===== src/rtl/asymmetric_slew_rate_limiter_macros.svh =====
// ----------------------------------------------------------------------------
// asymmetric slew rate limiter assertion macros
// shared concurrent check forms, clocked on clk with active low rst_n
// ----------------------------------------------------------------------------
`ifndef ASYMMETRIC_SLEW_RATE_LIMITER_MACROS_SVH
`define ASYMMETRIC_SLEW_RATE_LIMITER_MACROS_SVH

// same-cycle implication
`define ASRL_ASSERT_IMP(lbl, pre, post) \
  lbl: assert property (@(posedge clk) disable iff (!rst_n) (pre) |-> (post)) \
    else $error("asrl: implication check failed");

// next-cycle implication
`define ASRL_ASSERT_NXT(lbl, pre, post) \
  lbl: assert property (@(posedge clk) disable iff (!rst_n) (pre) |=> (post)) \
    else $error("asrl: next-cycle check failed");

`endif


===== src/rtl/asrl_pkg.sv =====
// ----------------------------------------------------------------------------
// asrl_pkg
// widths, register codes and control types of the slew rate limiter
// ----------------------------------------------------------------------------
`timescale 1ns / 1ps
`default_nettype none

package asrl_pkg;

  localparam int VALUE_W  = 32;
  localparam int TICK_W   = 16;
  localparam int RATE_W   = 31;
  localparam int DATA_W   = 32;
  localparam int ADDR_W   = 4;
  localparam int RIDX_W   = ADDR_W - 2;

  // rate * ticks, and excess * rate
  localparam int PROD_W   = TICK_W + RATE_W;
  localparam int WIDE_W   = PROD_W + RATE_W;
  // saturated step, 2^VALUE_W needs one extra bit
  localparam int DELTA_W  = VALUE_W + 1;
  localparam int MPL_W    = (RATE_W > TICK_W) ? RATE_W : TICK_W;
  localparam int DIV_W    = MPL_W + DELTA_W;
  localparam int CNT_MAX  = (MPL_W > DELTA_W) ? MPL_W : DELTA_W;
  localparam int CNT_W    = $clog2(CNT_MAX + 1);
  localparam int CMP_W    = (WIDE_W > DIV_W) ? WIDE_W : DIV_W;
  localparam int CAPCMP_W = (PROD_W > DELTA_W) ? PROD_W : DELTA_W;

  localparam logic [DELTA_W-1:0] DELTA_CAP = {1'b1, {VALUE_W{1'b0}}};

  localparam logic [RATE_W-1:0] RATE_RST = RATE_W'(65536);

  // register indexes
  localparam logic [RIDX_W-1:0] REG_INC    = RIDX_W'(0);
  localparam logic [RIDX_W-1:0] REG_DEC    = RIDX_W'(1);
  localparam logic [RIDX_W-1:0] REG_FOLLOW = RIDX_W'(2);

  // arithmetic unit operations
  localparam logic OP_MUL = 1'b0;
  localparam logic OP_DIV = 1'b1;

  typedef struct packed {
    logic go;
    logic op;
  } arith_cmd_t;

  typedef struct packed {
    logic busy;
    logic done;
  } arith_sts_t;

endpackage

`default_nettype wire


===== src/rtl/asrl_if.sv =====
// ----------------------------------------------------------------------------
// asrl channel interfaces
// valid/ready channels for input words and result words
// ----------------------------------------------------------------------------
`timescale 1ns / 1ps
`default_nettype none

interface asrl_in_if;
  logic                                valid;
  logic                                ready;
  logic signed [asrl_pkg::VALUE_W-1:0] target;
  logic        [asrl_pkg::TICK_W-1:0]  step_ticks;
  logic signed [asrl_pkg::VALUE_W-1:0] measured;
  logic                                measured_valid;
  logic                                preset;

  modport source (
    output valid, target, step_ticks, measured, measured_valid, preset,
    input  ready
  );

  modport sink (
    input  valid, target, step_ticks, measured, measured_valid, preset,
    output ready
  );
endinterface

interface asrl_out_if;
  logic                                valid;
  logic                                ready;
  logic signed [asrl_pkg::VALUE_W-1:0] ramp_out;
  logic signed [asrl_pkg::VALUE_W-1:0] target_echo;
  logic                                status;

  modport source (
    output valid, ramp_out, target_echo, status,
    input  ready
  );

  modport sink (
    input  valid, ramp_out, target_echo, status,
    output ready
  );
endinterface

`default_nettype wire


===== src/rtl/asrl_arith.sv =====
// ----------------------------------------------------------------------------
// asrl_arith
// bit-serial shift-add multiplier and restoring divider, one bit per cycle
// ----------------------------------------------------------------------------
`timescale 1ns / 1ps
`default_nettype none

module asrl_arith (
  input  logic                            clk,
  input  logic                            rst_n,
  input  asrl_pkg::arith_cmd_t            cmd,
  input  logic [asrl_pkg::WIDE_W-1:0]     opa,
  input  logic [asrl_pkg::MPL_W-1:0]      opb,
  input  logic [asrl_pkg::CNT_W-1:0]      nbits,
  output asrl_pkg::arith_sts_t            sts,
  output logic [asrl_pkg::WIDE_W-1:0]     prod,
  output logic [asrl_pkg::DELTA_W-1:0]    quo
);

  logic                           busy_r, busy_nxt;
  logic                           done_r, done_nxt;
  logic                           op_r, op_nxt;
  logic [asrl_pkg::CNT_W-1:0]     cnt_r, cnt_nxt;
  logic [asrl_pkg::WIDE_W-1:0]    mcand_r, mcand_nxt;
  logic [asrl_pkg::MPL_W-1:0]     mplier_r, mplier_nxt;
  logic [asrl_pkg::WIDE_W-1:0]    acc_r, acc_nxt;
  logic [asrl_pkg::DIV_W-1:0]     rem_r, rem_nxt;
  logic [asrl_pkg::DIV_W-1:0]     dvs_r, dvs_nxt;
  logic [asrl_pkg::DELTA_W-1:0]   quo_r, quo_nxt;

  logic [asrl_pkg::DIV_W-1:0]     div_lim;
  logic                           div_ovf;
  logic                           rem_ge;

  // quotient of 2^DELTA_W or more is saturated up front
  assign div_lim = {opb, {asrl_pkg::DELTA_W{1'b0}}};
  assign div_ovf = asrl_pkg::CMP_W'(opa) >= asrl_pkg::CMP_W'(div_lim);
  assign rem_ge  = rem_r >= dvs_r;

  always_comb begin
    busy_nxt   = busy_r;
    done_nxt   = 1'b0;
    op_nxt     = op_r;
    cnt_nxt    = cnt_r;
    mcand_nxt  = mcand_r;
    mplier_nxt = mplier_r;
    acc_nxt    = acc_r;
    rem_nxt    = rem_r;
    dvs_nxt    = dvs_r;
    quo_nxt    = quo_r;
    if (cmd.go) begin
      op_nxt = cmd.op;
      if (cmd.op == asrl_pkg::OP_MUL) begin
        mcand_nxt  = opa;
        mplier_nxt = opb;
        acc_nxt    = '0;
        cnt_nxt    = nbits;
        busy_nxt   = 1'b1;
      end else if (div_ovf) begin
        quo_nxt  = asrl_pkg::DELTA_CAP;
        done_nxt = 1'b1;
      end else begin
        rem_nxt  = asrl_pkg::DIV_W'(opa);
        dvs_nxt  = asrl_pkg::DIV_W'({opb, {asrl_pkg::VALUE_W{1'b0}}});
        quo_nxt  = '0;
        cnt_nxt  = asrl_pkg::CNT_W'(asrl_pkg::DELTA_W);
        busy_nxt = 1'b1;
      end
    end else if (busy_r) begin
      cnt_nxt = cnt_r - 1'b1;
      if (cnt_r == asrl_pkg::CNT_W'(1)) begin
        busy_nxt = 1'b0;
        done_nxt = 1'b1;
      end
      if (op_r == asrl_pkg::OP_MUL) begin
        if (mplier_r[0]) begin
          acc_nxt = acc_r + mcand_r;
        end
        mcand_nxt  = mcand_r << 1;
        mplier_nxt = mplier_r >> 1;
      end else begin
        if (rem_ge) begin
          rem_nxt = rem_r - dvs_r;
        end
        quo_nxt = {quo_r[asrl_pkg::DELTA_W-2:0], rem_ge};
        dvs_nxt = dvs_r >> 1;
      end
    end
  end

  always_ff @(posedge clk) begin
    if (!rst_n) begin
      busy_r <= 1'b0;
      done_r <= 1'b0;
      op_r   <= asrl_pkg::OP_MUL;
      cnt_r  <= '0;
    end else begin
      busy_r <= busy_nxt;
      done_r <= done_nxt;
      op_r   <= op_nxt;
      cnt_r  <= cnt_nxt;
    end
  end

  always_ff @(posedge clk) begin
    mcand_r  <= mcand_nxt;
    mplier_r <= mplier_nxt;
    acc_r    <= acc_nxt;
    rem_r    <= rem_nxt;
    dvs_r    <= dvs_nxt;
    quo_r    <= quo_nxt;
  end

  assign sts.busy = busy_r;
  assign sts.done = done_r;
  assign prod     = acc_r;
  assign quo      = (quo_r > asrl_pkg::DELTA_CAP) ? asrl_pkg::DELTA_CAP : quo_r;

endmodule

`default_nettype wire


===== src/rtl/asymmetric_slew_rate_limiter.sv =====
// path from accept to result: S_PREP then S_FIN for a preset or rejected word, S_PLAN added with no move,
// S_MUL1 for an ordinary step, S_MUL2 and S_DIV when a reversal rises again (the divide ends at once if saturated)
// one word in flight: a new word is accepted only back in S_IDLE
// the multiplier and divider in asrl_arith work one bit per cycle
// reset: synchronous active low; state clears to zero, rates to 1.0 per tick, follow off
// ----------------------------------------------------------------------------
// asymmetric_slew_rate_limiter
// ramps a Q16.16 output towards a target with separate rise and fall rates
// ----------------------------------------------------------------------------
`timescale 1ns / 1ps
`default_nettype none
`include "asymmetric_slew_rate_limiter_macros.svh"

module asymmetric_slew_rate_limiter (
  input  logic                          clk,
  input  logic                          rst_n,
  asrl_in_if.sink                       in_ch,
  asrl_out_if.source                    out_ch,
  input  logic                          cfg_psel,
  input  logic                          cfg_penable,
  input  logic                          cfg_pwrite,
  input  logic [asrl_pkg::ADDR_W-1:0]   cfg_paddr,
  input  logic [asrl_pkg::DATA_W-1:0]   cfg_pwdata,
  output logic [asrl_pkg::DATA_W-1:0]   cfg_prdata,
  output logic                          cfg_pready
);

  localparam logic [2:0] S_IDLE = 3'd0;
  localparam logic [2:0] S_PREP = 3'd1;
  localparam logic [2:0] S_PLAN = 3'd2;
  localparam logic [2:0] S_MUL1 = 3'd3;
  localparam logic [2:0] S_MUL2 = 3'd4;
  localparam logic [2:0] S_DIV  = 3'd5;
  localparam logic [2:0] S_FIN  = 3'd6;

  localparam int VW = asrl_pkg::VALUE_W;
  localparam int DW = asrl_pkg::DELTA_W;

  function automatic logic [VW-1:0] mag_of(input logic signed [VW-1:0] x);
    mag_of = x[VW-1] ? (~x + 1'b1) : x;
  endfunction

  function automatic logic between(input logic signed [VW-1:0] v,
                                   input logic signed [VW-1:0] a,
                                   input logic signed [VW-1:0] b);
    between = ((a <= v) && (v <= b)) || ((b <= v) && (v <= a));
  endfunction

  function automatic logic signed [VW-1:0] move_to(input logic signed [VW-1:0] cur,
                                                   input logic signed [VW-1:0] goal,
                                                   input logic [DW-1:0] maxd);
    logic [DW-1:0] d;
    logic [DW-1:0] ad;
    d  = {goal[VW-1], goal} - {cur[VW-1], cur};
    ad = d[DW-1] ? (~d + 1'b1) : d;
    if (ad <= maxd) begin
      move_to = goal;
    end else if (d[DW-1]) begin
      move_to = cur - maxd[VW-1:0];
    end else begin
      move_to = cur + maxd[VW-1:0];
    end
  endfunction

  function automatic logic [DW-1:0] cap_of(input logic [asrl_pkg::PROD_W-1:0] p);
    if (asrl_pkg::CAPCMP_W'(p) > asrl_pkg::CAPCMP_W'(asrl_pkg::DELTA_CAP)) begin
      cap_of = asrl_pkg::DELTA_CAP;
    end else begin
      cap_of = DW'(p);
    end
  endfunction

  logic [2:0]                         state_r, state_nxt;
  logic signed [VW-1:0]               out_val_r, out_val_nxt;
  logic signed [VW-1:0]               tgt_val_r, tgt_val_nxt;
  logic signed [VW-1:0]               meas_val_r, meas_val_nxt;
  logic [asrl_pkg::RATE_W-1:0]        inc_r, inc_nxt;
  logic [asrl_pkg::RATE_W-1:0]        dec_r, dec_nxt;
  logic                               follow_r, follow_nxt;
  logic                               ov_r, ov_nxt;

  logic signed [VW-1:0]               it_tgt_r;
  logic [asrl_pkg::TICK_W-1:0]        it_dt_r;
  logic signed [VW-1:0]               it_meas_r;
  logic                               it_mv_r;
  logic                               it_preset_r;
  logic                               status_r, status_nxt;
  logic                               rev_r, rev_nxt;
  logic signed [VW-1:0]               ramp_r, ramp_nxt;
  logic signed [VW-1:0]               echo_r, echo_nxt;
  logic                               ostat_r, ostat_nxt;

  asrl_pkg::arith_cmd_t               arith_cmd;
  asrl_pkg::arith_sts_t               arith_sts;
  logic [asrl_pkg::WIDE_W-1:0]        arith_opa;
  logic [asrl_pkg::MPL_W-1:0]         arith_opb;
  logic [asrl_pkg::CNT_W-1:0]         arith_nbits;
  logic [asrl_pkg::WIDE_W-1:0]        arith_prod;
  logic [DW-1:0]                      arith_quo;

  logic                               in_acc;
  logic                               cfg_wr;
  logic [asrl_pkg::RIDX_W-1:0]        cfg_idx;
  logic signed [VW-1:0]               meas_eff;
  logic                               reversed;
  logic [asrl_pkg::RATE_W-1:0]        rate_sel;
  logic [asrl_pkg::PROD_W-1:0]        prod1;
  logic [VW-1:0]                      mag_out;
  logic                               fall_ok;
  logic                               out_free;
  logic                               arith_wait;

  asrl_arith u_arith (
    .clk   (clk),
    .rst_n (rst_n),
    .cmd   (arith_cmd),
    .opa   (arith_opa),
    .opb   (arith_opb),
    .nbits (arith_nbits),
    .sts   (arith_sts),
    .prod  (arith_prod),
    .quo   (arith_quo)
  );

  assign in_acc   = in_ch.valid && in_ch.ready;
  assign cfg_wr   = cfg_psel && cfg_penable && cfg_pwrite;
  assign cfg_idx  = cfg_paddr[asrl_pkg::ADDR_W-1:2];
  assign out_free = !ov_r || out_ch.ready;

  assign meas_eff = it_mv_r ? it_meas_r : meas_val_r;
  assign reversed = ((out_val_r > 0) && (tgt_val_r < 0)) ||
                    ((out_val_r < 0) && (tgt_val_r > 0));
  assign rate_sel = reversed ? dec_r :
                    ((mag_of(tgt_val_r) > mag_of(out_val_r)) ? inc_r : dec_r);
  assign prod1    = arith_prod[asrl_pkg::PROD_W-1:0];
  assign mag_out  = mag_of(out_val_r);
  assign fall_ok  = asrl_pkg::CAPCMP_W'(prod1) <= asrl_pkg::CAPCMP_W'(mag_out);

  assign arith_wait = (state_r == S_MUL1) || (state_r == S_MUL2) || (state_r == S_DIV);

  // configuration port
  always_comb begin
    inc_nxt    = inc_r;
    dec_nxt    = dec_r;
    follow_nxt = follow_r;
    if (cfg_wr) begin
      case (cfg_idx)
        asrl_pkg::REG_INC:    inc_nxt    = cfg_pwdata[asrl_pkg::RATE_W-1:0];
        asrl_pkg::REG_DEC:    dec_nxt    = cfg_pwdata[asrl_pkg::RATE_W-1:0];
        asrl_pkg::REG_FOLLOW: follow_nxt = cfg_pwdata[0];
        default: ;
      endcase
    end
  end

  always_comb begin
    case (cfg_idx)
      asrl_pkg::REG_INC:    cfg_prdata = asrl_pkg::DATA_W'(inc_r);
      asrl_pkg::REG_DEC:    cfg_prdata = asrl_pkg::DATA_W'(dec_r);
      asrl_pkg::REG_FOLLOW: cfg_prdata = asrl_pkg::DATA_W'(follow_r);
      default:              cfg_prdata = '0;
    endcase
  end

  assign cfg_pready = 1'b1;

  // step sequencer
  always_comb begin
    state_nxt    = state_r;
    out_val_nxt  = out_val_r;
    tgt_val_nxt  = tgt_val_r;
    meas_val_nxt = meas_val_r;
    status_nxt   = status_r;
    rev_nxt      = rev_r;
    ov_nxt       = ov_r;
    ramp_nxt     = ramp_r;
    echo_nxt     = echo_r;
    ostat_nxt    = ostat_r;
    arith_cmd    = '{go: 1'b0, op: asrl_pkg::OP_MUL};
    arith_opa    = '0;
    arith_opb    = '0;
    arith_nbits  = '0;

    if (ov_r && out_ch.ready) begin
      ov_nxt = 1'b0;
    end

    case (state_r)
      S_IDLE: begin
        if (in_acc) begin
          state_nxt = S_PREP;
        end
      end
      S_PREP: begin
        if (it_preset_r) begin
          out_val_nxt  = it_tgt_r;
          tgt_val_nxt  = it_tgt_r;
          meas_val_nxt = it_tgt_r;
          status_nxt   = 1'b0;
          state_nxt    = S_FIN;
        end else begin
          if (it_mv_r) begin
            meas_val_nxt = it_meas_r;
          end
          if (it_dt_r == '0) begin
            status_nxt = 1'b1;
            state_nxt  = S_FIN;
          end else begin
            status_nxt  = 1'b0;
            tgt_val_nxt = it_tgt_r;
            if (follow_r && between(meas_eff, out_val_r, it_tgt_r)) begin
              out_val_nxt = meas_eff;
            end
            state_nxt = S_PLAN;
          end
        end
      end
      S_PLAN: begin
        if (out_val_r == tgt_val_r) begin
          state_nxt = S_FIN;
        end else begin
          rev_nxt     = reversed;
          arith_cmd   = '{go: 1'b1, op: asrl_pkg::OP_MUL};
          arith_opa   = asrl_pkg::WIDE_W'(rate_sel);
          arith_opb   = asrl_pkg::MPL_W'(it_dt_r);
          arith_nbits = asrl_pkg::CNT_W'(asrl_pkg::TICK_W);
          state_nxt   = S_MUL1;
        end
      end
      S_MUL1: begin
        if (arith_sts.done) begin
          if (!rev_r) begin
            out_val_nxt = move_to(out_val_r, tgt_val_r, cap_of(prod1));
            state_nxt   = S_FIN;
          end else if (fall_ok) begin
            out_val_nxt = move_to(out_val_r, '0, cap_of(prod1));
            state_nxt   = S_FIN;
          end else begin
            // time left after reaching zero, scaled by inc/dec
            arith_cmd   = '{go: 1'b1, op: asrl_pkg::OP_MUL};
            arith_opa   = asrl_pkg::WIDE_W'(prod1 - asrl_pkg::PROD_W'(mag_out));
            arith_opb   = asrl_pkg::MPL_W'(inc_r);
            arith_nbits = asrl_pkg::CNT_W'(asrl_pkg::RATE_W);
            state_nxt   = S_MUL2;
          end
        end
      end
      S_MUL2: begin
        if (arith_sts.done) begin
          arith_cmd = '{go: 1'b1, op: asrl_pkg::OP_DIV};
          arith_opa = arith_prod;
          arith_opb = asrl_pkg::MPL_W'(dec_r);
          state_nxt = S_DIV;
        end
      end
      S_DIV: begin
        if (arith_sts.done) begin
          out_val_nxt = move_to('0, tgt_val_r, arith_quo);
          state_nxt   = S_FIN;
        end
      end
      S_FIN: begin
        if (out_free) begin
          ramp_nxt  = out_val_r;
          echo_nxt  = tgt_val_r;
          ostat_nxt = status_r;
          ov_nxt    = 1'b1;
          state_nxt = S_IDLE;
        end
      end
      default: state_nxt = S_IDLE;
    endcase
  end

  always_ff @(posedge clk) begin
    if (!rst_n) begin
      state_r    <= S_IDLE;
      out_val_r  <= '0;
      tgt_val_r  <= '0;
      meas_val_r <= '0;
      inc_r      <= asrl_pkg::RATE_RST;
      dec_r      <= asrl_pkg::RATE_RST;
      follow_r   <= 1'b0;
      ov_r       <= 1'b0;
    end else begin
      state_r    <= state_nxt;
      out_val_r  <= out_val_nxt;
      tgt_val_r  <= tgt_val_nxt;
      meas_val_r <= meas_val_nxt;
      inc_r      <= inc_nxt;
      dec_r      <= dec_nxt;
      follow_r   <= follow_nxt;
      ov_r       <= ov_nxt;
    end
  end

  always_ff @(posedge clk) begin
    if (in_acc) begin
      it_tgt_r    <= in_ch.target;
      it_dt_r     <= in_ch.step_ticks;
      it_meas_r   <= in_ch.measured;
      it_mv_r     <= in_ch.measured_valid;
      it_preset_r <= in_ch.preset;
    end
    status_r <= status_nxt;
    rev_r    <= rev_nxt;
    ramp_r   <= ramp_nxt;
    echo_r   <= echo_nxt;
    ostat_r  <= ostat_nxt;
  end

  assign in_ch.ready        = (state_r == S_IDLE);
  assign out_ch.valid       = ov_r;
  assign out_ch.ramp_out    = ramp_r;
  assign out_ch.target_echo = echo_r;
  assign out_ch.status      = ostat_r;

  `ASRL_ASSERT_NXT(a_accept_prep, in_acc, state_r == S_PREP)
  `ASRL_ASSERT_IMP(a_go_idle_unit, arith_cmd.go, !arith_sts.busy)
  `ASRL_ASSERT_IMP(a_done_waited, arith_sts.done, arith_wait)
  `ASRL_ASSERT_NXT(a_fin_result, (state_r == S_FIN) && out_free, out_ch.valid && (state_r == S_IDLE))

endmodule

`default_nettype wire


===== src/flat_wrapper.sv =====
// flat-port wrapper written by rule: the top's interface ports become plain ports
module asymmetric_slew_rate_limiter_flat 
  (clk, rst_n, cfg_psel, cfg_penable, cfg_pwrite, cfg_paddr, cfg_pwdata, cfg_prdata, cfg_pready, in_ch_valid, in_ch_target, in_ch_step_ticks, in_ch_measured, in_ch_measured_valid, in_ch_preset, in_ch_ready, out_ch_valid, out_ch_ramp_out, out_ch_target_echo, out_ch_status, out_ch_ready);
  asrl_in_if in_ch_i ();
  asrl_out_if out_ch_i ();
  input  logic clk;
  input  logic rst_n;
  input  logic cfg_psel;
  input  logic cfg_penable;
  input  logic cfg_pwrite;
  input  logic [asrl_pkg::ADDR_W-1:0] cfg_paddr;
  input  logic [asrl_pkg::DATA_W-1:0] cfg_pwdata;
  output logic [asrl_pkg::DATA_W-1:0] cfg_prdata;
  output logic cfg_pready;
  input wire logic [$bits(in_ch_i.valid)-1:0] in_ch_valid;
  input wire logic [$bits(in_ch_i.target)-1:0] in_ch_target;
  input wire logic [$bits(in_ch_i.step_ticks)-1:0] in_ch_step_ticks;
  input wire logic [$bits(in_ch_i.measured)-1:0] in_ch_measured;
  input wire logic [$bits(in_ch_i.measured_valid)-1:0] in_ch_measured_valid;
  input wire logic [$bits(in_ch_i.preset)-1:0] in_ch_preset;
  output wire logic [$bits(in_ch_i.ready)-1:0] in_ch_ready;
  output wire logic [$bits(out_ch_i.valid)-1:0] out_ch_valid;
  output wire logic [$bits(out_ch_i.ramp_out)-1:0] out_ch_ramp_out;
  output wire logic [$bits(out_ch_i.target_echo)-1:0] out_ch_target_echo;
  output wire logic [$bits(out_ch_i.status)-1:0] out_ch_status;
  input wire logic [$bits(out_ch_i.ready)-1:0] out_ch_ready;
  assign in_ch_i.valid = in_ch_valid;
  assign in_ch_i.target = in_ch_target;
  assign in_ch_i.step_ticks = in_ch_step_ticks;
  assign in_ch_i.measured = in_ch_measured;
  assign in_ch_i.measured_valid = in_ch_measured_valid;
  assign in_ch_i.preset = in_ch_preset;
  assign in_ch_ready = in_ch_i.ready;
  assign out_ch_valid = out_ch_i.valid;
  assign out_ch_ramp_out = out_ch_i.ramp_out;
  assign out_ch_target_echo = out_ch_i.target_echo;
  assign out_ch_status = out_ch_i.status;
  assign out_ch_i.ready = out_ch_ready;
  asymmetric_slew_rate_limiter u_core (.clk(clk), .rst_n(rst_n), .in_ch(in_ch_i), .out_ch(out_ch_i), .cfg_psel(cfg_psel), .cfg_penable(cfg_penable), .cfg_pwrite(cfg_pwrite), .cfg_paddr(cfg_paddr), .cfg_pwdata(cfg_pwdata), .cfg_prdata(cfg_prdata), .cfg_pready(cfg_pready));
endmodule

===== config.mk =====
export PLATFORM = sky130hd
export DESIGN_NAME = asymmetric_slew_rate_limiter_flat
export DESIGN_NICKNAME = d
export VERILOG_FILES = /design/src/rtl/asrl_pkg.sv /design/src/rtl/asrl_if.sv /design/src/rtl/asrl_arith.sv /design/src/rtl/asymmetric_slew_rate_limiter.sv /design/src/flat_wrapper.sv
export VERILOG_INCLUDE_DIRS = /design/src /design/src/rtl
export SDC_FILE = /design/constraint.sdc
export NUM_CORES = 2
export LEC_CHECK = 0
export BUFFER_PORTS_ARGS = -buffer_cell sky130_fd_sc_hd__buf_2
export CAP_MARGIN = 10
export CORE_UTILIZATION = 45
export CTS_CLUSTER_DIAMETER = 150
export DETAILED_ROUTE_END_ITERATION = 6
export SYNTH_ARGS = -nofsm -noshare
export SYNTH_HDL_FRONTEND = slang
export SYNTH_SLANG_ARGS = --single-unit

===== constraint.sdc =====
create_clock -name clk -period 13.2 [get_ports clk]
set_input_delay 3.3 -clock clk [delete_from_list [all_inputs] [get_ports clk]]
set_output_delay 3.3 -clock clk [all_outputs]
set_load 0.005 [all_outputs]

## Word-level counts from Yosys, hierarchy flattened

Cells that the tools add are included.

- Register bits after elaboration: 669
- Bits in latches: 0
- RAM bits: 0
- Memory bits (read-only): 0
- Output and inout port bits: 100
- Word-level logic and storage cells: 242
- Memories: 0

- Add/sub/neg operators: 16
- Multipliers: 0
- Div/mod/pow operators: 0
- $lt $le $gt $ge: 17
- Equal/unequal tests: 24
- Shift-type cells: 0
- Muxes and demuxes: 116
- Bitwise operators: 6
- Reductions and logical operators: 35

Operator list:

| cell | number |
|---|---|
| 2-to-1 mux 78 bit | 13 |
| 2-to-1 mux 64 bit | 11 |
| 2-to-1 mux 32 bit | 19 |
| 2-to-1 mux 33 bit | 17 |
| 2-to-1 mux 31 bit | 11 |
| one-hot mux 78 bit (3 select lines) | 1 |
| one-hot mux 31 bit (3 select lines) | 2 |
| <= comparator 32 bit | 4 |
| adder 33 x 1 -> 33 bit, second input constant | 3 |
| <= comparator 33 bit | 3 |
| NOT 33 bit | 3 |
| one-hot mux 32 bit (3 select lines) | 1 |
| adder 78 bit | 1 |
| >= comparator 78 x 64 -> 1 bit | 1 |
| adder 32 x 1 -> 32 bit, second input constant | 2 |
| adder 32 bit | 2 |
| >= comparator 64 bit | 1 |
| greater-than comparator 32 x 1 -> 1 bit, second input constant | 2 |
| less-than comparator 32 x 1 -> 1 bit, second input constant | 2 |
| NOT 32 bit | 2 |
| subtractor 32 bit | 2 |
| subtractor 64 bit | 1 |
| subtractor 47 x 32 -> 48 bit | 1 |
| greater-than comparator 47 x 33 -> 1 bit, second input constant | 1 |
| 42 further kinds | 108 |

## Logic depth before layout (Yosys ltp)

- Depth in word-level cells: 15
- Mapped depth: 42
- Gate-level depth less buffers: 38

## By module

A second synthesis with hierarchy kept.

- Cell total of the unflattened synthesis: 6403
- Area, all modules: 54684.9 um2

Modules (own cells, without submodules):

| module | instances | cells an instance | area an instance (um2) |
|---|---|---|---|
| asymmetric_slew_rate_limiter | 1 | 3894 | 31034.8 |
| asrl_arith | 1 | 2509 | 23650.2 |

## Worst setup path after synthesis

OpenSTA, ideal clock, no wires.

- Path type: register -> register
- Start point: register u_core.out_val_r[0]
- End point: register u_core.u_arith.rem_r[0] in the netlist's numbering (enable)
- Setup time: 507 ps
- Arrival: 10799 ps
- Required time: 12693 ps
- Slack: 1894 ps
- Cell stages (with the launch flop): 40
- Buffers on the path: 6
- Period minus slack after synthesis: 11306 ps
- Path through: dfxtp_1 -> clkbuf_1 -> inv_1 -> ha_1 -> buf_2 -> or4b_4 -> nor4_4 -> buf_4 -> nand4_1 -> or3_1 -> or3_1 -> clkbuf_1 -> or2_2 -> nand2_1 -> xnor2_1 -> ha_1 -> and3_1 -> nand2_1 -> (+4 left out) -> buf_2 -> clkbuf_1 -> a21oi_1 -> o21ai_0 -> inv_1 -> ha_1 -> a21o_1 -> a21o_1 -> a21o_1 -> a21o_1 -> a21o_1 -> a21o_1 -> a21oi_1 -> o221ai_1 -> a211o_1 -> nor3_1 -> nand3_1 -> a21oi_1

- Longest elaborated chain between the ends: 11
- Elaborated cells between the ends (all ways): 36
- Those cells by class: 2 x add/sub; 5 x order compare; 3 x eq/ne; 18 x mux; 1 x bitwise; 7 x reduce/logical

Ends and longest elaborated chain:

| what | line | source |
|---|---|---|
| start, declared | asymmetric_slew_rate_limiter.sv:74 | `logic signed [VW-1:0] out_val_r, out_val_nxt;` |
| start signal, assigned | asymmetric_slew_rate_limiter.sv:287 | `out_val_r <= out_val_nxt;` |
| NOT 32 bit | asymmetric_slew_rate_limiter.sv:40 | `mag_of = x[VW-1] ? (~x + 1'b1) : x;` |
| adder 32 x 1 -> 32 bit | asymmetric_slew_rate_limiter.sv:40 |  |
| 2-to-1 mux 32 bit | asymmetric_slew_rate_limiter.sv:40 |  |
| subtractor 47 x 32 -> 48 bit, or another cell as far along | asymmetric_slew_rate_limiter.sv:241 | `arith_opa = asrl_pkg::WIDE_W'(prod1 - asrl_pkg::PROD_W'(mag_out));` |
| 2-to-1 mux 78 bit, or another cell as far along | asymmetric_slew_rate_limiter.sv:235 | `end else if (fall_ok) begin` |
| 2-to-1 mux 78 bit, or another cell as far along | asymmetric_slew_rate_limiter.sv:232 | `if (!rev_r) begin` |
| 2-to-1 mux 78 bit, or another cell as far along | asymmetric_slew_rate_limiter.sv:231 | `if (arith_sts.done) begin` |
| one-hot mux 78 bit (3 select lines) or one-hot mux 31 bit (3 select lines) (tied branches) | asymmetric_slew_rate_limiter.sv:188 | `case (state_r)` |
| >= comparator 78 x 64 -> 1 bit | asrl_arith.sv:37 | `assign div_ovf = asrl_pkg::CMP_W'(opa) >= asrl_pkg::CMP_W'(div_lim);` |
| != test 2 bit (no line) | - |  |
| AND reduction 5 bit (no line) (*) | - |  |
| end signal, assigned | asrl_arith.sv:109 | `rem_r <= rem_nxt;` |
| end, declared | asrl_arith.sv:27 | `logic [asrl_pkg::DIV_W-1:0] rem_r, rem_nxt;` |

Every way passes the cells marked *; elsewhere a longest branch is shown, timed or not.
A chain may end at the register's enable or synchronous reset.

## Final worst setup path

- Start point: register u_core.out_val_r[1]
- End point: register u_core.u_arith.dvs_r[50] in the netlist's numbering (enable)

- Longest elaborated chain between the ends: 11
- Elaborated cells between the ends (all ways): 35
- Those cells by class: 2 x add/sub; 5 x order compare; 3 x eq/ne; 18 x mux; 1 x bitwise; 6 x reduce/logical

Ends and longest elaborated chain:

| what | line | source |
|---|---|---|
| NOT 32 bit | asymmetric_slew_rate_limiter.sv:40 |  |
| adder 32 x 1 -> 32 bit | asymmetric_slew_rate_limiter.sv:40 |  |
| 2-to-1 mux 32 bit | asymmetric_slew_rate_limiter.sv:40 |  |
| subtractor 47 x 32 -> 48 bit, or another cell as far along | asymmetric_slew_rate_limiter.sv:241 |  |
| 2-to-1 mux 78 bit, or another cell as far along | asymmetric_slew_rate_limiter.sv:235 |  |
| 2-to-1 mux 78 bit, or another cell as far along | asymmetric_slew_rate_limiter.sv:232 |  |
| 2-to-1 mux 78 bit, or another cell as far along | asymmetric_slew_rate_limiter.sv:231 |  |
| one-hot mux 78 bit (3 select lines) or one-hot mux 31 bit (3 select lines) (tied branches) | asymmetric_slew_rate_limiter.sv:188 |  |
| >= comparator 78 x 64 -> 1 bit | asrl_arith.sv:37 |  |
| != test 2 bit (no line) | - |  |
| AND reduction 4 bit (no line) (*) | - |  |
| end signal, assigned | asrl_arith.sv:110 | `dvs_r <= dvs_nxt;` |
| end, declared | asrl_arith.sv:28 | `logic [asrl_pkg::DIV_W-1:0] dvs_r, dvs_nxt;` |

Marks and branches as above.

==> run summary <==
========================================================================================
Status                                                                      finished with violations
Failing checks                                                              design-rule violations
Max clock buf depth                                                                    3
Detailed placer's ending HPWL                                                  166000 um
CP dominant cell by count                                                         a21o_1
Initial antenna violation count                                                       11
Iteration-0 DRC count of the detailed router                                        6448
# clock sinks                                                                        668
Gr usage total                                                                    35.40%
Largest fanout on the critical path                                                   17
Register-to-register path setup slack                                            1.11 ns
Maximum number of pins on one net before global-route repair                         140
Routed length on met1                                                           97420 um
Via density per instance                                                           6.329
Category of the worst setup path capture point                                 flip-flop
Number of max-slew violations in the final report                                      0
Post-Syn Instances                                                                  6061
Effective utilization at floorplan                                                45.33%
Number of enable flip-flop cells after synthesis                                     496
Share of the cycle needed by the critical path after routing                      91.56%
Cell with the largest stage delay on the worst path                              a21oi_4
Last weighted congestion value of the routability-driven placer                    1.041
Setup repair after global routing missed its margin                                   no
Wire length per cell                                                            27.87 um
Worst Max-Slew Pin Slew                                                         1.302 ns
FP Rows                                                                              125
Detailed-routed wire length on met3                                             27290 um
Max Cap Viol                                                                           0
Clk pin slew, worst setup/hold paths                                             0.06 ns
Buf+Inv Stages, Crit Path                                                              3
Category of cells accounting for the largest share of critical-path delay   simple AND/OR/NAND/NOR gates
Maximum operating frequency                                                    82.74 MHz
Via count                                                                         49.10k
Critical path data arrival time                                                 12.45 ns
DRC violation count after routing                                                      9
Aggregate negative setup slack                                                      0 ns
Final count of negative-setup-slack endpoints                                          0
Die height                                                                      343.9 um
Clock root buffer                                                              clkbuf_16
Total detailed-routing wirelength                                              216200 um
CTS resizes                                                                            0
Register bit count reported by yosys                                                 668
First-pass GRT wire length                                                     305400 um
Clk Latency, worst-skew pair                                                     0.69 ns
Most used flip-flop cell after synthesis                                        edfxtp_1
Post-Syn Area per Cell                                                        8.680 um^2
Synth warnings                                                                         0
Final hold vios                                                                        0
Core footprint                                                               0.1160 mm^2
Critical Path Max Stage Delay                                                    0.80 ns
Hold WC Path Type                                                           flip-flop to flip-flop
Largest area contributor in the synthesized netlist                             edfxtp_1
Share of the synthesized area in the top cell type                                28.31%
H-tree depth                                                                           3
Number of setup buffers added after CTS                                                0
Unique masters post-synth                                                            108
Top-level port count                                                                 225
Fraction of the yosys area taken by sequential cells                              34.86%
Pre-antenna DRT Iters                                                                  7
CP Class                                                                    flip-flop to flip-flop
Overflow left after global routing                                                     0
TritonCTS clock tree                                                               built
Number of buffers created by CTS                                                      80
Area grow syn2layout                                                              10.37%
Normalized max-slew margin                                                        12.09%
Category of the worst setup path launch point                                  flip-flop
Total Die Area                                                               0.1183 mm^2
Required time at the endpoint of the critical path                              13.57 ns
Hold-fix buffer count after cts                                                        0
Synthesized area                                                            0.05261 mm^2
Clock skew after layout                                                       0.03602 ns
Routed wl met2                                                                  85220 um
Highest metal used                                                                  met5
Chip Width                                                                      343.9 um
Fraction of layout instances using a drive strength above 1                       9.425%
Number of nets with antenna violations after detailed routing                          0
Share of async-settable or async-resettable flops after synthesis                     0%
Final Core Density                                                                50.04%
Post-route minimum period                                                       12.09 ns
Buffers added on ports                                                               219
Post-layout nets                                                                    6794
Number of global-route vias before repair                                         43.76k
Area contributors post-synth                                                edfxtp_1, ha_1, dfxtp_1, nand2_1, xnor2_1
========================================================================================
-- worst reg2reg max path, delay by kind of cell (launching register included) --
kind / cells / cell delay [ns]
DFF: 1 / 0.42
xor gates and xnor gates: 1 / 0.19
buffers and inverters: 3 / 0.75
and+or+nand+nor: 13 / 5.43
AOI/OAI and AO/OA: 15 / 3.97
adders and majority gates: 3 / 1.03
-- state kept, by name, summed over array words and instances (netlist names), 31 cells and up --
name and cells:
u_core.out_ch.ramp_out 32, u_core.tgt_val_r 32, u_core.out_val_r 32, u_core.u_arith.prod 78, u_core.u_arith.rem_r 64, u_core.u_arith.mcand_r 78, u_core.it_tgt_r 32, u_core.dec_r 31
u_core.u_arith.dvs_r 63, u_core.u_arith.mplier_r 31, u_core.inc_r 31, u_core.out_ch.target_echo 32, u_core.it_meas_r 32, u_core.meas_val_r 32, u_core.u_arith.quo_r 33
-- cell usage after synthesis, types with 55 or more instances --
master    instances
nand3_1          90
o21a_1           55
a21o_1          276
nor2_1          479
clkbuf_1        233
xnor2_1         312
mux2i_1         103
dfxtp_1         172
nor3_1          106
edfxtp_1        496
xor2_1           93
inv_1           278
a21oi_1         529
a31oi_1          84
ha_1            497
nand2_1         795
nand2b_1         67
nand4_1          88
and2_1           71
o21ai_0         366
-- placed cells by master (no fill, tap or decap), types with 50 or more instances in the layout --
cell type / synthesis / final
nand2b_1: 67 / 67
nand3_1: 90 / 89
clkbuf_16: 0 / 86
dfxtp_1: 172 / 171
nor2_1: 479 / 476
buf_2: 13 / 219
a21oi_1: 529 / 525
a31oi_1: 84 / 84
mux2i_1: 103 / 102
xor2_1: 93 / 93
nor3_1: 106 / 102
and2_1: 71 / 70
inv_1: 278 / 276
ha_1: 497 / 496
nand2_1: 795 / 794
buf_4: 10 / 95
a21o_1: 276 / 276
xnor2_1: 312 / 312
nor4_1: 52 / 51
edfxtp_1: 496 / 496
nor2b_1: 50 / 50
nand4_1: 88 / 88
o21a_1: 55 / 54
o21ai_0: 366 / 363
-- per-layer routing --
layer / vias up / global-route usage (%)
met5: - / 0
met3: 350 / 10.43
li1: 22347 / -
met4: 10 / 9.698
met2: 2629 / 48.16
met1: 23760 / 53.42
-- kinds of logic (layout without fill, tap and decap cells) --
kind of cell	Yosys count	in the layout	share of synthesized area [%]
and+or+nand+nor	1985	1985	17.59
AOI/OAI and AO/OA	1773	1773	21.52
DFF	668	668	34.86
buffers and inverters	581	747	4.350
adders and majority gates	503	503	12.05
xor gates and xnor gates	406	406	6.773
muxes	143	143	2.844
other	2	8	0.01427
-- layout make-up --
type / instances / area (um^2)
fill: 11179 / 57980
multi-input combinational: 4813 / 32160
sequential: 668 / 18340
clock buffer: 105 / 2273
timing repair buffer: 321 / 1934
tap: 1524 / 1907
inverter: 282 / 1061
clock inverter: 39 / 382.9
antenna: 5 / 12.51
-- worst paths after layout --
| path | from | to | depth (start not counted) |
|---|---|---|---|
| min reg2reg | u_core.meas_val_r[1] | u_core.meas_val_r[1] | 2 |
| max | u_core.out_val_r[1] | u_core.u_arith.dvs_r[50] | 35 |
| max reg2reg | u_core.out_val_r[1] | u_core.u_arith.dvs_r[50] | 35 |
| min | u_core.meas_val_r[1] | u_core.meas_val_r[1] | 2 |
-- metrics by stage --
stage / setup WS [ns] / std cells / area (um^2) / hold slack [ns]
final: 1.114 / 7757 / 58070 / 0.4588
after global placement: 1.514 / 7607 / 55390 / 0.4358
after CTS: 1.403 / 7751 / 58050 / 0.4520
after detailed placement: 1.451 / 7607 / 55390 / 0.4321
after floorplan: 1.894 / 6062 / 52610 / 0.4003
after global routing: 0.6291 / 7752 / 58060 / 0.4657
Power is not shown: default switching activity piles up to over one toggle a cycle in this logic, so the estimate is an artifact.
